$ cat src/fwte_pkg.sv
// ----------------------------------------------------------------------------
// fwte_pkg
// Shared types and constants of the frame wait time encoder.
// ----------------------------------------------------------------------------
`default_nettype none

package fwte_pkg;

  localparam int unsigned TimeW = 32;
  localparam int unsigned ScW   = 21;
  localparam int unsigned ExpW  = 4;
  localparam int unsigned MulW  = 8;
  localparam int unsigned DlyW  = 7;
  localparam int unsigned NumW  = 16;
  localparam int unsigned CntW  = $clog2(NumW);

  localparam logic [2:0] ProtoA      = 3'd2;
  localparam logic [2:0] ProtoB      = 3'd3;
  localparam logic [2:0] ProtoFelica = 3'd4;

  localparam logic [TimeW-1:0] FelicaCeil = TimeW'((128 + 1) * 128 * 32);
  localparam logic [TimeW-1:0] OtherCeil  = TimeW'((128 + 1) * 255 * 32);

  localparam int unsigned StepUnit = 255 * 32;

  typedef struct packed {
    logic [ScW-1:0]  t;
    logic [ExpW-1:0] exp;
  } scale_res_t;

  typedef struct packed {
    logic [ExpW-1:0] pre;
    logic [MulW-1:0] mul;
    logic [DlyW-1:0] dly;
  } timing_t;

endpackage

`default_nettype wire

$ cat src/frame_wait_time_encoder.sv
// ----------------------------------------------------------------------------
// frame_wait_time_encoder
// Encodes a frame waiting time into prescaler exponent, multiplier and delay.
// ----------------------------------------------------------------------------
// The scaler halves the clamped wait time one bit per cycle, h times (0 to
// 13), until it is no longer above the mode ceiling. Outside FeliCa mode the
// 16-step serial divider then works out the delay. One transaction at a time:
// the next is accepted only once the last result is loaded for output.
// Reset: max_wait_time returns to all ones, cached timings to their defaults,
// no result pending.
`default_nettype none

module frame_wait_time_encoder (
  input  wire logic        clk_i,
  input  wire logic        rst_ni,
  input  wire logic        cfg_valid_i,
  output logic             cfg_ready_o,
  input  wire logic [31:0] cfg_data_i,
  input  wire logic        s_axis_tvalid,
  output logic             s_axis_tready,
  input  wire logic [31:0] s_axis_tdata,  // wait_time
  input  wire logic [2:0]  s_axis_tuser,  // protocol
  output logic             m_axis_tvalid,
  input  wire logic        m_axis_tready,
  output logic [23:0]      m_axis_tdata   // prescale_exp, multiplier, delay, reselect_needed
);
  import fwte_pkg::*;

  typedef enum logic [3:0] {
    StIdle  = 4'b0001,
    StScale = 4'b0010,
    StDiv   = 4'b0100,
    StHold  = 4'b1000
  } state_e;

  state_e           state_q, state_d;
  logic [TimeW-1:0] max_wait_q;
  logic [2:0]       proto_q;
  timing_t          res_q;
  timing_t          res_d;
  timing_t          cache_a_q, cache_b_q, cache_f_q;
  logic             out_valid_q;
  logic [23:0]      out_data_q;

  logic             in_acc;
  logic             sc_done;
  scale_res_t       sc_res;
  logic             div_start;
  logic             div_done;
  logic [NumW-1:0]  div_quo;
  logic             div_rem_nz;
  logic [MulW-1:0]  mul_c;
  logic [ScW-1:0]   t_rnd;
  logic [NumW-1:0]  dly_raw;
  logic             load_out;
  logic             resel;

  assign cfg_ready_o   = 1'b1;
  assign s_axis_tready = (state_q == StIdle);
  assign in_acc        = s_axis_tvalid && s_axis_tready;
  assign m_axis_tvalid = out_valid_q;
  assign m_axis_tdata  = out_data_q;

  fwte_scale u_scale (
    .clk_i       (clk_i),
    .rst_ni      (rst_ni),
    .start_i     (in_acc),
    .felica_i    (s_axis_tuser == ProtoFelica),
    .wait_time_i (s_axis_tdata),
    .max_wait_i  (max_wait_q),
    .done_o      (sc_done),
    .res_o       (sc_res)
  );

  always_comb begin
    if (proto_q == ProtoFelica) begin
      mul_c = sc_res.t[19:12];
    end else begin
      priority if (sc_res.t > ScW'(65 * StepUnit)) mul_c = MulW'(128);
      else if (sc_res.t > ScW'(33 * StepUnit))     mul_c = MulW'(64);
      else if (sc_res.t > ScW'(17 * StepUnit))     mul_c = MulW'(32);
      else if (sc_res.t > ScW'(9 * StepUnit))      mul_c = MulW'(16);
      else if (sc_res.t > ScW'(5 * StepUnit))      mul_c = MulW'(8);
      else if (sc_res.t > ScW'(3 * StepUnit))      mul_c = MulW'(4);
      else if (sc_res.t > ScW'(2 * StepUnit))      mul_c = MulW'(2);
      else if (sc_res.t > ScW'(StepUnit))          mul_c = MulW'(1);
      else                                         mul_c = '0;
    end
    t_rnd = sc_res.t + ScW'(31);
  end

  assign div_start = (state_q == StScale) && sc_done && (proto_q != ProtoFelica);

  fwte_div u_div (
    .clk_i    (clk_i),
    .rst_ni   (rst_ni),
    .start_i  (div_start),
    .num_i    (t_rnd[ScW-1:5]),
    .den_i    (mul_c + MulW'(1)),
    .done_o   (div_done),
    .quo_o    (div_quo),
    .rem_nz_o (div_rem_nz)
  );

  assign dly_raw  = div_quo + NumW'(div_rem_nz);
  assign load_out = (state_q == StHold) && (!out_valid_q || m_axis_tready);

  always_comb begin
    res_d   = res_q;
    state_d = state_q;
    unique case (state_q)
      StIdle: begin
        if (in_acc) state_d = StScale;
      end
      StScale: begin
        if (sc_done) begin
          res_d.pre = sc_res.exp;
          res_d.mul = mul_c;
          res_d.dly = '0;
          state_d   = (proto_q == ProtoFelica) ? StHold : StDiv;
        end
      end
      StDiv: begin
        if (div_done) begin
          res_d.dly = (dly_raw > NumW'(128)) ? DlyW'(dly_raw - NumW'(128)) : '0;
          state_d   = StHold;
        end
      end
      StHold: begin
        if (load_out) state_d = StIdle;
      end
      default: state_d = StIdle;
    endcase
  end

  always_comb begin
    unique case (proto_q)
      ProtoA:      resel = (cache_a_q != res_q);
      ProtoB:      resel = (cache_b_q != res_q);
      ProtoFelica: resel = (cache_f_q != res_q);
      default:     resel = 1'b0;
    endcase
  end

  always_ff @(posedge clk_i or negedge rst_ni) begin
    if (!rst_ni) begin
      state_q     <= StIdle;
      max_wait_q  <= '1;
      out_valid_q <= 1'b0;
      cache_a_q   <= '{pre: ExpW'(0), mul: MulW'(0), dly: DlyW'(0)};
      cache_b_q   <= '{pre: ExpW'(0), mul: MulW'(0), dly: DlyW'('h70)};
      cache_f_q   <= '{pre: ExpW'(6), mul: MulW'(0), dly: DlyW'(0)};
    end else begin
      state_q <= state_d;
      if (cfg_valid_i) max_wait_q <= cfg_data_i;
      if (load_out) begin
        out_valid_q <= 1'b1;
        if (proto_q == ProtoA)      cache_a_q <= res_q;
        if (proto_q == ProtoB)      cache_b_q <= res_q;
        if (proto_q == ProtoFelica) cache_f_q <= res_q;
      end else if (m_axis_tready) begin
        out_valid_q <= 1'b0;
      end
    end
  end

  always_ff @(posedge clk_i) begin
    if (in_acc) proto_q <= s_axis_tuser;
    res_q <= res_d;
    if (load_out) begin
      out_data_q <= {4'b0, resel, res_q.dly, res_q.mul, res_q.pre};
    end
  end

endmodule

`default_nettype wire

$ cat src/fwte_scale.sv
// ----------------------------------------------------------------------------
// fwte_scale
// Clamps the wait time and halves it one bit per cycle until not above the mode ceiling.
// ----------------------------------------------------------------------------
`default_nettype none

module fwte_scale (
  input  wire logic                        clk_i,
  input  wire logic                        rst_ni,
  input  wire logic                        start_i,
  input  wire logic                        felica_i,
  input  wire logic [fwte_pkg::TimeW-1:0]  wait_time_i,
  input  wire logic [fwte_pkg::TimeW-1:0]  max_wait_i,
  output logic                             done_o,
  output fwte_pkg::scale_res_t             res_o
);
  import fwte_pkg::*;

  logic             busy_q;
  logic             felica_q;
  logic [TimeW-1:0] t_q;
  logic [ExpW-1:0]  exp_q;
  logic             over;

  always_comb begin
    over   = felica_q ? (t_q > FelicaCeil) : (t_q > OtherCeil);
    done_o = busy_q && !over;
    res_o  = '{t: t_q[ScW-1:0], exp: exp_q};
  end

  always_ff @(posedge clk_i or negedge rst_ni) begin
    if (!rst_ni) begin
      busy_q <= 1'b0;
    end else if (start_i) begin
      busy_q <= 1'b1;
    end else if (busy_q && !over) begin
      busy_q <= 1'b0;
    end
  end

  // shift one bit per cycle until no longer above the ceiling
  always_ff @(posedge clk_i) begin
    if (start_i) begin
      t_q      <= (wait_time_i > max_wait_i) ? max_wait_i : wait_time_i;
      exp_q    <= '0;
      felica_q <= felica_i;
    end else if (busy_q && over) begin
      t_q   <= {1'b0, t_q[TimeW-1:1]};
      exp_q <= exp_q + ExpW'(1);
    end
  end

endmodule

`default_nettype wire

$ cat src/fwte_div.sv
// ----------------------------------------------------------------------------
// fwte_div
// Bit-serial restoring divider, one quotient bit per cycle.
// ----------------------------------------------------------------------------
`default_nettype none

module fwte_div (
  input  wire logic                       clk_i,
  input  wire logic                       rst_ni,
  input  wire logic                       start_i,
  input  wire logic [fwte_pkg::NumW-1:0]  num_i,
  input  wire logic [fwte_pkg::MulW-1:0]  den_i,
  output logic                            done_o,
  output logic [fwte_pkg::NumW-1:0]       quo_o,
  output logic                            rem_nz_o
);
  import fwte_pkg::*;

  logic            busy_q;
  logic            done_q;
  logic [CntW-1:0] cnt_q;
  logic [NumW-1:0] quo_q;
  logic [MulW-1:0] rem_q;
  logic [MulW-1:0] den_q;
  logic [MulW:0]   trial;
  logic            fits;

  always_comb begin
    trial    = {rem_q, quo_q[NumW-1]};
    fits     = trial >= {1'b0, den_q};
    done_o   = done_q;
    quo_o    = quo_q;
    rem_nz_o = (rem_q != '0);
  end

  always_ff @(posedge clk_i or negedge rst_ni) begin
    if (!rst_ni) begin
      busy_q <= 1'b0;
      done_q <= 1'b0;
      cnt_q  <= '0;
    end else begin
      done_q <= !start_i && busy_q && (cnt_q == CntW'(NumW - 1));
      if (start_i) begin
        busy_q <= 1'b1;
        cnt_q  <= '0;
      end else if (busy_q) begin
        cnt_q <= cnt_q + CntW'(1);
        if (cnt_q == CntW'(NumW - 1)) begin
          busy_q <= 1'b0;
        end
      end
    end
  end

  always_ff @(posedge clk_i) begin
    if (start_i) begin
      quo_q <= num_i;
      rem_q <= '0;
      den_q <= den_i;
    end else if (busy_q) begin
      quo_q <= {quo_q[NumW-2:0], fits};
      rem_q <= fits ? MulW'(trial - {1'b0, den_q}) : trial[MulW-1:0];
    end
  end

endmodule

`default_nettype wire

$ cat config.mk
export PLATFORM = sky130hd
export DESIGN_NAME = frame_wait_time_encoder
export DESIGN_NICKNAME = d
export VERILOG_FILES = /design/src/fwte_pkg.sv /design/src/frame_wait_time_encoder.sv /design/src/fwte_scale.sv /design/src/fwte_div.sv
export SDC_FILE = /design/constraint.sdc
export NUM_CORES = 1
export LEC_CHECK = 0
export BUFFER_PORTS_ARGS = -buffer_cell sky130_fd_sc_hd__buf_2
export CAP_MARGIN = 15
export CORE_MARGIN = 4
export CORE_UTILIZATION = 40
export CTS_CLUSTER_SIZE = 24
export DETAILED_ROUTE_END_ITERATION = 6
export MAX_ROUTING_LAYER = met4
export RECOVER_POWER = 50
export SYNTH_ARGS = -nofsm -noshare
export SYNTH_HDL_FRONTEND = slang
export SYNTH_HIERARCHICAL = 1
export SYNTH_SLANG_ARGS = --single-unit
$ cat constraint.sdc
create_clock -name clk_i -period 3.9 [get_ports clk_i]
set_input_delay 0.195 -clock clk_i [delete_from_list [all_inputs] [get_ports clk_i]]
set_output_delay 0.195 -clock clk_i [all_outputs]
set_load 0.02 [all_outputs]
## Word-level counts from Yosys, hierarchy flattened

Cells that the tools add are included.

- Add/sub/neg operators: 7
- Multipliers: 0
- Div/mod/pow operators: 0
- Order comparisons: 13
- Eq/ne operators: 17
- Shift operators: 0
- Muxes and demuxes: 36
- Bitwise operators: 0
- Reductions and logical operators: 24

Operators by type and width:

| operator | number |
|---|---|
| $mux 32 | 3 |
| $ne 19x19->1 | 3 |
| $gt 32x20->1 const B | 1 |
| $gt 32x21->1 const B | 1 |
| $gt 32x32->1 | 1 |
| $mux 16 | 2 |
| $mux 4 | 8 |
| $mux 7 | 4 |
| $mux 8 | 3 |
| $add 21x5->21 const B | 1 |
| $gt 21x13->1 const B | 1 |
| $gt 21x14->1 const B | 1 |
| $gt 21x15->1 const B | 1 |
| $gt 21x16->1 const B | 1 |
| $gt 21x17->1 const B | 1 |
| $gt 21x18->1 const B | 1 |
| $gt 21x19->1 const B | 1 |
| $gt 21x20->1 const B | 1 |
| $add 16x1->16 | 1 |
| $gt 16x8->1 const B | 1 |
| $pmux 4 s4 | 1 |
| $pmux 7 s2 | 1 |
| $reduce_bool 2->1 | 5 |
| $ge 9x8->1 | 1 |
| other kinds (26) | 52 |

- Flip-flop bits (word level): 212
- Latch bits: 0
- Memory bits (writable): 0
- Memory bits (read-only): 0
- Bits of input ports: 72
- Output and inout bits: 27
- Word-level logic and storage cells: 124
- Memories: 0

## Logic depth before layout (Yosys ltp)

Gate-level depths: netlist (run 1).

- Depth after elaboration: 11
- Depth in mapped cells: 11
- Depth with buffers taken out: 10

## Modules after synthesis

The synthesis (run 1) kept the hierarchy.

By module, submodules not included:

| module | times used | cells each | area each (µm²) | sequential area each (µm²) |
|---|---|---|---|---|
| frame_wait_time_encoder | 1 | 610 | 7138.1 | 3661.0 |
| fwte_scale | 1 | 364 | 3125.5 | 1096.1 |
| fwte_div | 1 | 169 | 1965.6 | 1031.0 |

## Least setup slack after synthesis (run 1)

Ideal clock, no wire load.

- Kind: reg-to-reg
- Start: reg u_scale.t_q[19]
- End: reg u_div.den_q[6], data pin
- Setup time: 0.258 ns
- Arrival time: 2.601 ns
- Required time: 3.642 ns
- Slack: 1.041 ns
- Stages on the path, launching flop included: 11
- Buffers on the path: 2
- Period minus slack after synthesis: 2.859 ns
- Cells stage by stage: edfxtp_1 > buf_4 > clkbuf_1 > or4_4 > nor3_1 > o311ai_0 > o31ai_1 > ha_1 > o21a_1 > nand4b_1 > xnor2_1

- Cells in the longest elaborated chain, start to end: 11
- Elaborated cells on any way between the ends: 18
- Those cells by class: add/sub: 1; order compare: 8; mux: 9

RTL lines:

| item | line | RTL |
|---|---|---|
| start, declared | fwte_scale.sv:21 | `logic [TimeW-1:0] t_q;` |
| start signal, assigned | fwte_scale.sv:44 | `t_q <= (wait_time_i > max_wait_i) ? max_wait_i : wait_time_i;` |
| start signal, assigned | fwte_scale.sv:48 | `t_q <= {1'b0, t_q[TimeW-1:1]};` |
| $gt 21x13->1 | frame_wait_time_encoder.sv:86 | `else if (sc_res.t > ScW'(StepUnit)) mul_c = MulW'(1);` |
| $mux 1 | frame_wait_time_encoder.sv:86 |  |
| $mux 2 | frame_wait_time_encoder.sv:85 | `else if (sc_res.t > ScW'(2 * StepUnit)) mul_c = MulW'(2);` |
| $mux 3 | frame_wait_time_encoder.sv:84 | `else if (sc_res.t > ScW'(3 * StepUnit)) mul_c = MulW'(4);` |
| $mux 4 | frame_wait_time_encoder.sv:83 | `else if (sc_res.t > ScW'(5 * StepUnit)) mul_c = MulW'(8);` |
| $mux 5 | frame_wait_time_encoder.sv:82 | `else if (sc_res.t > ScW'(9 * StepUnit)) mul_c = MulW'(16);` |
| $mux 6 | frame_wait_time_encoder.sv:81 | `else if (sc_res.t > ScW'(17 * StepUnit)) mul_c = MulW'(32);` |
| $mux 7 | frame_wait_time_encoder.sv:80 | `else if (sc_res.t > ScW'(33 * StepUnit)) mul_c = MulW'(64);` |
| $mux 8 (*) | frame_wait_time_encoder.sv:79 | `priority if (sc_res.t > ScW'(65 * StepUnit)) mul_c = MulW'(128);` |
| $mux 8 (*) | frame_wait_time_encoder.sv:76 | `if (proto_q == ProtoFelica) begin` |
| via mul_c[0] | frame_wait_time_encoder.sv:52 | `logic [MulW-1:0] mul_c;` |
| $add 8x1->8 (*) | frame_wait_time_encoder.sv:99 | `.den_i (mul_c + MulW'(1)),` |
| end signal, assigned | fwte_div.sv:59 | `den_q <= den_i;` |
| end, declared | fwte_div.sv:24 | `logic [MulW-1:0] den_q;` |

The timed path passes the listed nets; every way through them passes the cells marked *.
A chain may end at the register's enable or synchronous reset.

## Worst setup path after layout (run 1)

- Start: reg u_scale.t_q[6]
- End: reg u_div.den_q[6], data pin

Same word-level chain as after synthesis.

==> results of run 1 <==
flip-flops by register name, indices dropped and copies added, names as in the netlist, 3 cells and up:
name and count:
max_wait_q 32, u_scale/t_q 32, m_axis_tdata 20, cache_a_q 19, cache_b_q 19, cache_f_q 19, res_q 19, u_div/quo_o 16
u_div/den_q 8, u_div/rem_q 8, state_q 4, u_div/cnt_q 4, u_scale/exp_q 4, proto_q 3
per-layer routing:
layer	wire (um)	share of wire	track usage	vias to the layer above
li1	-	-	-	4415
met1	13080	0.46	0.2400	4384
met2	13240	0.47	0.2775	247
met3	1386	0.049	0.02063	41
met4	542	0.019	0.03665	0
met5	0	0	-	-
power groups by stage:
stage	registers (uW)	clock network, uW	logic (uW)
after floorplan	2960	0	1530
after CTS	3240	2280	1570
after global placement	3260	0	1520
after detailed placement	3280	0	1530
final	3240	2210	1560
after global routing	3290	2380	1770
path summary, 6_finish.rpt:
check | endpoint | start | depth (start not counted) | slack [ns]
max | u_div/den_q[6] | u_scale/t_q[6] | 9 | 0.47
min | u_scale/t_q[27] | s_axis_tdata[27] | 3 | 0.08
max reg2reg | u_div/den_q[6] | u_scale/t_q[6] | 9 | 0.47
min reg2reg | res_q[18] | u_scale/exp_q[3] | 0 | 0.46
max in group asynchronous | cache_a_q[6] | rst_ni | 3 | 1.28
min in group asynchronous | cache_b_q[8] | rst_ni | 2 | 0.57
what timing repair did:
action                     in CTS  in global routing
hold endpoints to repair       62                  0
hold buffers                   37                  0
setup endpoints to repair       0                  0
kinds of logic after synthesis:
kind of cell	Yosys count
muxes	108
AOI/OAI and AO/OA	234
DFF	212
xor gates and xnor gates	38
adders and majority gates	46
and+or+nand+nor	356
buffers and inverters	147
other	2
worst reg2reg max path, delay by kind of cell (launching register included):
kind                       cells  cell delay (ns)
and+or+nand+nor                4             0.83
adders and majority gates      1             0.31
DFF                            1             0.63
AOI/OAI and AO/OA              3             1.23
xor gates and xnor gates       1             0.17
area by class of cell:
cell class / instances / area, sq um / share of cell area
sequential: 212 / 5788 / 0.4144
multi-input combinational: 787 / 5739 / 0.4109
timing repair buffer: 149 / 954.7 / 0.06834
clock buffer: 34 / 690.7 / 0.04944
tap: 390 / 488.0 / 0.03493
inverter: 59 / 221.5 / 0.01585
clock inverter: 11 / 86.33 / 0.006181
through the flow:
step | cells | hold slack (ns) | setup WS, ns | util | power [uW]
4_1_cts | 1642 | 0.05615 | 0.3966 | 0.4697 | 7080
3_5_place_dp | 1560 | 0.1311 | 0.4272 | 0.4313 | 4809
2_1_floorplan | 1146 | -0.1006 | 1.041 | - | 4489
5_1_grt | 1642 | 0.07058 | 0.1086 | 0.4676 | 7445
3_3_place_gp | 1559 | 0.1355 | 0.3748 | 0.4304 | 4772
6_report | 1642 | 0.07633 | 0.4683 | 0.4676 | 7007
Yosys cell counts, types with 27 or more instances:
| library cell | n | share of area |
|---|---|---|
| dfstp_2 | 38 | 0.082 |
| nand3_1 | 56 | 0.023 |
| ha_1 | 45 | 0.046 |
| o21ai_0 | 36 | 0.015 |
| o21ai_1 | 32 | 0.013 |
| dfrtp_1 | 63 | 0.13 |
| a31oi_1 | 35 | 0.018 |
| mux2_2 | 101 | 0.093 |
| inv_1 | 58 | 0.018 |
| nor2_1 | 84 | 0.026 |
| edfxtp_1 | 99 | 0.24 |
| nor3_1 | 27 | 0.011 |
| nand2_1 | 51 | 0.016 |
==> run_results.csv, run 1 <==
group,metric,value,unit
floorplanning,initial_core_util,0.4093,
setup_path,worstPathArrival,3.68,ns
layout,final_common_cell,"mux2_2",
power_and_ir_drop,p_sw_frac,0.3201,
cts,clock_sinks,212,
synthesis,ys_seq_area_frac,0.4733,
floorplanning,dieArea,33430,sq um
sta,finClkSkew,0.01879,ns
power_and_ir_drop,combPwrFrac,0.222,
global_route,grt_pass1_wl,47.29,mm
global_route,grt_start_max_net_pins,50,
place,io_buffers,93,
synthesis,yosys.area_share.simple,0.1603,
synthesis,synth_top_family_by_area,"simple AND/OR/NAND/NOR gates",
power_and_ir_drop,power.leakage,0.005666,uW
power_and_ir_drop,vdd_ir_drop_max,531.2,uV
setup_path,worstSetupPathType,"flop to flop",
synthesis,syn_inst,1143,
floorplanning,die_w,182.9,um
sta,relSlewSlack,-0.2807,
synthesis,synth_edf_count,99,
synthesis,yosys.cell_types.count,92,
drt,dr.pass1.iters,5,
synthesis,dominantRegCellSynth,"edfxtp_1",
synthesis,syn_area,12230,sq um
sta,finalCritPeriodShare,0.8799,
cts,post_cts.repair.setup_buffers,0,
power_and_ir_drop,p_per_area,501.7,nW/um^2
status,violations,"max-capacitance violations, max-slew violations",
status,outcome,"finished with violations",
synthesis,synth_mux_area_frac,0.09873,
setup_path,end_kind,"flop",
cts,path_clk_slew,0.06,ns
floorplanning,die_y,182.9,um
setup_path,slowest_delay,0.63,ns
setup_path,critPathBufInv,0,
sta,max_freq,291.4,MHz
synthesis,ys_ff_latch,212,
layout,final_layout_size_suffix_gt1_frac,0.2292,
place,place_area,12890,sq um
power_and_ir_drop,intPower,4764,uW
drt,drt-initial-drc-count,514,
job,maxCapViolCount,3,
drt,ant_nets,0,
cts,clk_path_buf_depth,3,
setup_path,crit_path_max_fanout,13,
sta,worstMarginPinSlew,1.920,ns
cts,cts_buffers,25,
sta,setup_viol,0,
synthesis,syn_avg_cell_area,10.70,sq um
sta,finalMaxSlewViolations,101,
cts,cts.htree.levels,1,
layout,area_growth,14.22,%
layout,design_area,13970,sq um
layout,final_cell_mix,"101 x mux2_2, 99 x edfxtp_1, 84 x nor2_1",
hold_path,min_path_type,"primary input to flop",
synthesis,synth_compound_area_frac,0.1339,
drt,drc,0,
setup_path,crit_path_top_delay_cell,"edfxtp_1",
drt,vias,9087,
synthesis,synthXorXnorAreaFrac,0.02722,
power_and_ir_drop,power_switching,2243,uW
layout,antenna_cells,0,
drt,wire_per_inst,17.20,um
cts,clk_latency,0.52,ns
global_route,antenna_found_initial,0,
cts,cts_tree,"built",
global_route,gr-total-overflow,0,
layout,nNetsFinal,1352,
place,dp_hpwl,20.30,mm
floorplanning,fp.coreArea,29870,sq um
synthesis,synthAdderAreaFrac,0.04768,
setup_path,path_cells,"nand4_1 -> a211oi_1 -> nand3_1 -> and3_1 -> o31ai_1 -> ha_1 -> o21a_1 -> nand4b_1 -> xnor2_1",
cts,cts_resized,0,
global_route,first_global_vias,8977,
global_route,grt_usage,0.1733,
setup_path,crit_family,"compound AO/OA/AOI/OAI gates",
power_and_ir_drop,seq_power_share,0.462,
drt,finalWirelength,28.24,mm
sta,rsz0062_at_grt,"false",
layout,fill_cells,2803,
drt,vias_per_cell,5.534,
sta,fin_crit,3.432,ns
setup_path,worstPathRequired,4.15,ns
sta,fin_tns_setup,0,ns
cts,root_buffer,"clkbuf_16",
sta,hold_violations,0,
synthesis,async_reset_ff_frac,0.4764,
floorplanning,ioPinCount,99,
synthesis,yosysWarnings,6,
place,gp_routability_congestion,0.8627,
floorplanning,num_rows,63,
setup_path,start_kind,"flop",
power_and_ir_drop,clockPowerShare,0.316,
(Power assumes the default switching activity.)
==> run 2: changes to the inputs <==
--- a/config.mk
+++ b/config.mk
@@ -7,9 +7,9 @@
 export LEC_CHECK = 0
 export BUFFER_PORTS_ARGS = -buffer_cell sky130_fd_sc_hd__buf_2
 export CAP_MARGIN = 15
+export CORE_ASPECT_RATIO = 0.6
 export CORE_MARGIN = 4
 export CORE_UTILIZATION = 40
-export CTS_CLUSTER_SIZE = 24
 export DETAILED_ROUTE_END_ITERATION = 6
 export MAX_ROUTING_LAYER = met4
 export RECOVER_POWER = 50
==> run_results.csv, run 2 (synthesis gave the netlist of run 1 again) <==
group,metric,value,unit
sta,setup_viol,0,
sta,finClkSkew,0.01140,ns
cts,root_buffer,"clkbuf_16",
place,place_area,12920,sq um
setup_path,critPathMostFrequentCell,"nor2_1",
sta,worstMarginPinSlew,1.922,ns
floorplanning,ioPinCount,99,
sta,finalMaxSlewViolations,104,
layout,final_common_cell,"mux2_2",
status,outcome,"finished with violations",
layout,final_cell_mix,"101 x mux2_2, 99 x edfxtp_1, 84 x nor2_1",
global_route,grt_usage,0.1901,
place,dp_hpwl,22.33,mm
power_and_ir_drop,p_sw_frac,0.3256,
power_and_ir_drop,power.leakage,0.005681,uW
layout,antenna_cells,0,
setup_path,path_cells,"nor4_1 -> nand4_1 -> a41oi_1 -> o21ai_0 -> nor2_1 -> and3_1 -> nor2_1 -> inv_1",
floorplanning,num_rows,49,
cts,clock_sinks,212,
floorplanning,initial_core_util,0.4071,
cts,path_clk_slew,0.07,ns
cts,cts_resized,0,
setup_path,end_kind,"flop",
setup_path,crit_path_top_delay_cell,"inv_1",
place,io_buffers,93,
cts,cts_tree,"built",
cts,clk_latency,0.52,ns
layout,fin_util,0.4666,
floorplanning,dieArea,33530,sq um
setup_path,start_kind,"flop",
drt,ant_nets,0,
global_route,antenna_found_initial,0,
power_and_ir_drop,p_per_area,510.2,nW/um^2
drt,vias_per_cell,5.591,
layout,nNetsFinal,1354,
sta,fin_crit,3.233,ns
floorplanning,fp.coreArea,30040,sq um
power_and_ir_drop,vdd_ir_drop_max,280.7,uV
power_and_ir_drop,intPower,4823,uW
sta,hold_violations,0,
floorplanning,die_w,233.7,um
place,gp_routability_congestion,0.9342,
sta,finalCritPeriodShare,0.8290,
global_route,grt_pass1_wl,49.42,mm
setup_path,worstSetupPathType,"flop to flop",
layout,design_area,14020,sq um
setup_path,crit_path_max_fanout,16,
global_route,grt_start_max_net_pins,71,
setup_path,worstPathRequired,4.05,ns
sta,relSlewSlack,-0.2815,
global_route,gr-total-overflow,0,
setup_path,worstPathArrival,3.38,ns
power_and_ir_drop,seq_power_share,0.452,
sta,fin_tns_setup,0,ns
cts,clk_path_buf_depth,3,
sta,max_freq,309.3,MHz
drt,wire_per_inst,18.64,um
hold_path,min_path_type,"primary input to flop",
layout,final_layout_size_suffix_gt1_frac,0.2364,
status,violations,"max-capacitance violations, max-slew violations",
drt,finalWirelength,30.94,mm
job,maxCapViolCount,2,
drt,dr.pass1.iters,5,
drt,drt-initial-drc-count,781,
drt,drc,0,
floorplanning,die_y,143.4,um
cts,cts.htree.levels,1,
setup_path,critPathBufInv,1,
drt,vias,9281,
setup_path,crit_family,"simple AND/OR/NAND/NOR gates",
setup_path,slowest_delay,0.57,ns
power_and_ir_drop,power_switching,2329,uW
layout,area_growth,14.63,%
global_route,first_global_vias,8918,
cts,cts_buffers,22,
power_and_ir_drop,combPwrFrac,0.231,
sta,rsz0062_at_grt,"false",
power_and_ir_drop,clockPowerShare,0.317,
-- run 2: timing repair --
item,4_1_cts,5_1_grt
endpoints found under the hold margin,102,0
buffers inserted,0,0
hold buffers,38,0
-- run 2: final cells by class --
type | count | area, sq um
Multi-Input combinational cell | 787 | 5739
Sequential cell | 212 | 5788
Clock buffer | 29 | 638.1
Tap cell | 408 | 510.5
Inverter | 59 | 221.5
Timing Repair Buffer | 154 | 980.9
Clock inverter | 11 | 140.1
Fill cell | 2803 | 16020
-- run 2: per-stage QoR --
stage / std cells / setup slack, ns / power (uW) / hold WS (ns)
2_1_floorplan: 1146 / 1.041 / 4489 / -0.1006
3_3_place_gp: 1582 / 0.8091 / 4847 / 0.3819
3_5_place_dp: 1582 / 0.7389 / 4869 / 0.3837
4_1_cts: 1660 / 0.7157 / 7190 / 0.05990
5_1_grt: 1660 / 0.3330 / 7539 / 0.06611
6_report: 1660 / 0.6670 / 7152 / 0.07810
-- run 2: per-layer routing --
| metal | wire (um) | vias to the layer above | global-route usage |
|---|---|---|---|
| met5 | 0 | - | - |
| met4 | 492 | 0 | 0.03435 |
| met3 | 2097 | 40 | 0.03942 |
| met2 | 12560 | 264 | 0.2558 |
| met1 | 15780 | 4543 | 0.2946 |
| li1 | - | 4434 | - |
-- run 2: power groups by stage --
stage / combinational (uW) / sequential [uW] / clock, uW
after floorplan: 1530 / 2960 / 0
after global placement: 1610 / 3240 / 0
after detailed placement: 1610 / 3260 / 0
after CTS: 1650 / 3220 / 2320
after global routing: 1830 / 3290 / 2420
final: 1650 / 3230 / 2270
-- run 2: worst paths after layout --
| kind | start | endpoint | slack [ns] | depth (start not counted) |
|---|---|---|---|---|
| worst max-delay path | u_scale/t_q[7] | u_div/quo_o[15] | 0.67 | 8 |
| worst min-delay path | s_axis_tdata[16] | u_scale/t_q[16] | 0.08 | 3 |
| worst max register to register | u_scale/t_q[7] | u_div/quo_o[15] | 0.67 | 8 |
| worst min register to register | u_scale/exp_q[3] | res_q[18] | 0.46 | 0 |
| max in group asynchronous | rst_ni | max_wait_q[8] | 1.53 | 3 |
| min in group asynchronous | rst_ni | u_div/cnt_q[0] | 0.69 | 2 |
-- run 2: worst register-to-register path, delay by kind of cell (launching register included) --
family	cells	cell delay (ns)
and+or+nand+nor	5	1.14
AOI/OAI and AO/OA	2	0.59
buffers and inverters	1	0.57
DFF	1	0.56
==> run 3: changes to the inputs <==
==> constraint.sdc (replaced) <==
create_clock -name clk_i -period 3.2 [get_ports clk_i]
set_input_delay 0.16 -clock clk_i [delete_from_list [all_inputs] [get_ports clk_i]]
set_output_delay 0.16 -clock clk_i [all_outputs]
set_load 0.02 [all_outputs]
==> run_results.csv, run 3 (synthesis gave the netlist of run 1 again) <==
group,metric,value,unit
status,outcome,"finished with violations",
status,violations,"max-capacitance violations, max-slew violations",
cts,cts_tree,"built",
layout,final_layout_size_suffix_gt1_frac,0.2482,
power_and_ir_drop,clockPowerShare,0.323,
drt,vias,9364,
drt,finalWirelength,30.75,mm
power_and_ir_drop,vdd_ir_drop_max,373.2,uV
power_and_ir_drop,seq_power_share,0.415,
floorplanning,initial_core_util,0.4071,
layout,nNetsFinal,1378,
job,maxCapViolCount,2,
cts,cts_buffers,23,
hold_path,min_path_cells,3,
global_route,gr-total-overflow,0,
sta,layout_setup_ws,0.2891,ns
cts,clock_sinks,212,
place,place_inst,1605,
setup_path,worstSetupPathType,"flop to flop",
global_route,grt_usage,0.1893,
layout,fin_util,0.4758,
sta,fin_crit,2.911,ns
drt,vias_per_cell,5.557,
place,post-place-ws,0.2136,ns
global_route,grt_start_max_net_pins,42,
sta,finalMaxSlewViolations,75,
setup_path,start_kind,"flop",
global_route,first_global_vias,9019,
setup_path,r2r-start,"u_div/rem_q[0]",
layout,final_cell_mix,"100 x mux2_2, 99 x edfxtp_1, 84 x nor2_1",
sta,setup_viol,0,
hold_path,min_path_type,"primary input to flop",
setup_path,worstPathArrival,3.16,ns
power_and_ir_drop,p_per_area,632.0,nW/um^2
floorplanning,num_rows,49,
cts,clk_latency,0.53,ns
layout,fin_cells,1685,
hold_path,hp-start,"s_axis_tdata[16]",
cts,clk_path_buf_depth,3,
cts,post_cts.repair.setup_buffers,0,
sta,max_freq,343.5,MHz
power_and_ir_drop,intPower,6142,uW
place,io_buffers,93,
drt,dr.pass1.iters,5,
global_route,antenna_found_initial,0,
setup_path,reg2reg_depth,8,
sta,finalCritPeriodShare,0.9097,
sta,relSlewSlack,-0.7215,
floorplanning,ioPinCount,99,
power_and_ir_drop,combPwrFrac,0.263,
sta,fin_tns_setup,0,ns
setup_path,crit_path_max_fanout,7,
power_and_ir_drop,power_switching,2892,uW
cts,cts.htree.levels,1,
floorplanning,dieArea,33530,sq um
hold_path,hold_end,"u_scale/t_q[16]",
power_and_ir_drop,p_sw_frac,0.3201,
layout,antenna_cells,0,
layout,final_common_cell,"mux2_2",
setup_path,end_kind,"flop",
floorplanning,fp.coreArea,30040,sq um
setup_path,r2r_end,"res_q[0]",
cts,root_buffer,"clkbuf_16",
sta,hold_violations,0,
layout,area_growth,16.89,%
drt,drc,0,
drt,drt-initial-drc-count,750,
sta,finClkSkew,0.01624,ns
drt,ant_nets,0,
sta,worstMarginPinSlew,2.582,ns
setup_path,regToRegSetupSlack,0.29,ns
sta,rsz0062_at_grt,"false",
place,dp_hpwl,22.40,mm
floorplanning,die_w,233.7,um
cts,path_clk_slew,0.07,ns
global_route,grt_pass1_wl,49.61,mm
power_and_ir_drop,power.leakage,0.005840,uW
power_and_ir_drop,power,9035,uW
drt,wire_per_inst,18.25,um
place,gp_routability_congestion,0.8839,
floorplanning,die_y,143.4,um
setup_path,worstPathRequired,3.44,ns
## run 3: cell types whose count changed in the layout (fill, tap and decap cells not counted), sizes merged
cell,previous run,this run
clkinv,5,9
buf,88,111
clkinvlp,3,0
inv,59,60
bufinv,3,5
clkbuf,57,55
## run 3: power by group through the flow
| stage | combinational, uW | clock (uW) | sequential [uW] |
|---|---|---|---|
| floorplan | 1860 | 0 | 3610 |
| global placement | 2290 | 0 | 3770 |
| detailed placement | 2320 | 0 | 3780 |
| CTS | 2370 | 2990 | 3730 |
| global route | 2630 | 3120 | 3800 |
| finish | 2370 | 2920 | 3750 |
## run 3: area by class of cell
cell class                 count  area, sq um
clock buffer                  27        621.8
clock inverter                15        198.9
fill                        2785        15750
inverter                      59        221.5
multi-input combinational    787         5741
sequential                   212         5788
tap                          408        510.5
timing repair buffer         177         1214
## run 3: worst max path at each step
stage	cells past startpoint	slack, ns	startpoint	to
6_report	8	0.29	u_div/rem_q[0]	res_q[0]
3_5_place_dp	8	0.21	u_div/rem_q[3]	res_q[0]
4_1_cts	8	0.21	u_div/rem_q[3]	res_q[0]
2_1_floorplan	10	0.34	u_scale/t_q[19]	u_div/den_q[6]
5_1_grt	9	0.04	u_scale/t_q[1]	u_div/den_q[6]
3_3_place_gp	8	0.25	u_div/rem_q[3]	res_q[1]
## run 3: stage by stage
step | cell area [sq um] | hold slack (ns)
after floorplan | 12240 | -0.1356
after global placement | 13150 | 0.2005
after detailed placement | 13150 | 0.2036
after CTS | 14360 | 0.009656
after global routing | 14300 | 0.02478
final | 14300 | 0.03590
## run 3: routing by layer
layer  wire length [um]  vias up  part of all wire  GRT usage
met4                466        0             0.015    0.03029
met1              15800     4595              0.51     0.2911
li1                   -     4479                 -          -
met5                  0        -                 0          -
met2              12590      250              0.41     0.2595
met3               1892       40             0.062    0.03843
## run 3: worst max-delay path, cell delays in order, from the launching register on
cell and delay, ns:
dfxtp_1 0.35, nor4_1 0.28, nand2_1 0.10, ha_1 0.22, ha_1 0.32, or4b_1 0.48, a221o_1 0.36, a2111oi_4 0.38
nor3b_1 0.12
## run 3: what timing repair did
action                                 CTS  global route
resized for setup                        0             1
hold buffers                            38             0
endpoints found under the hold margin   74             0
setup endpoints to repair                0             2
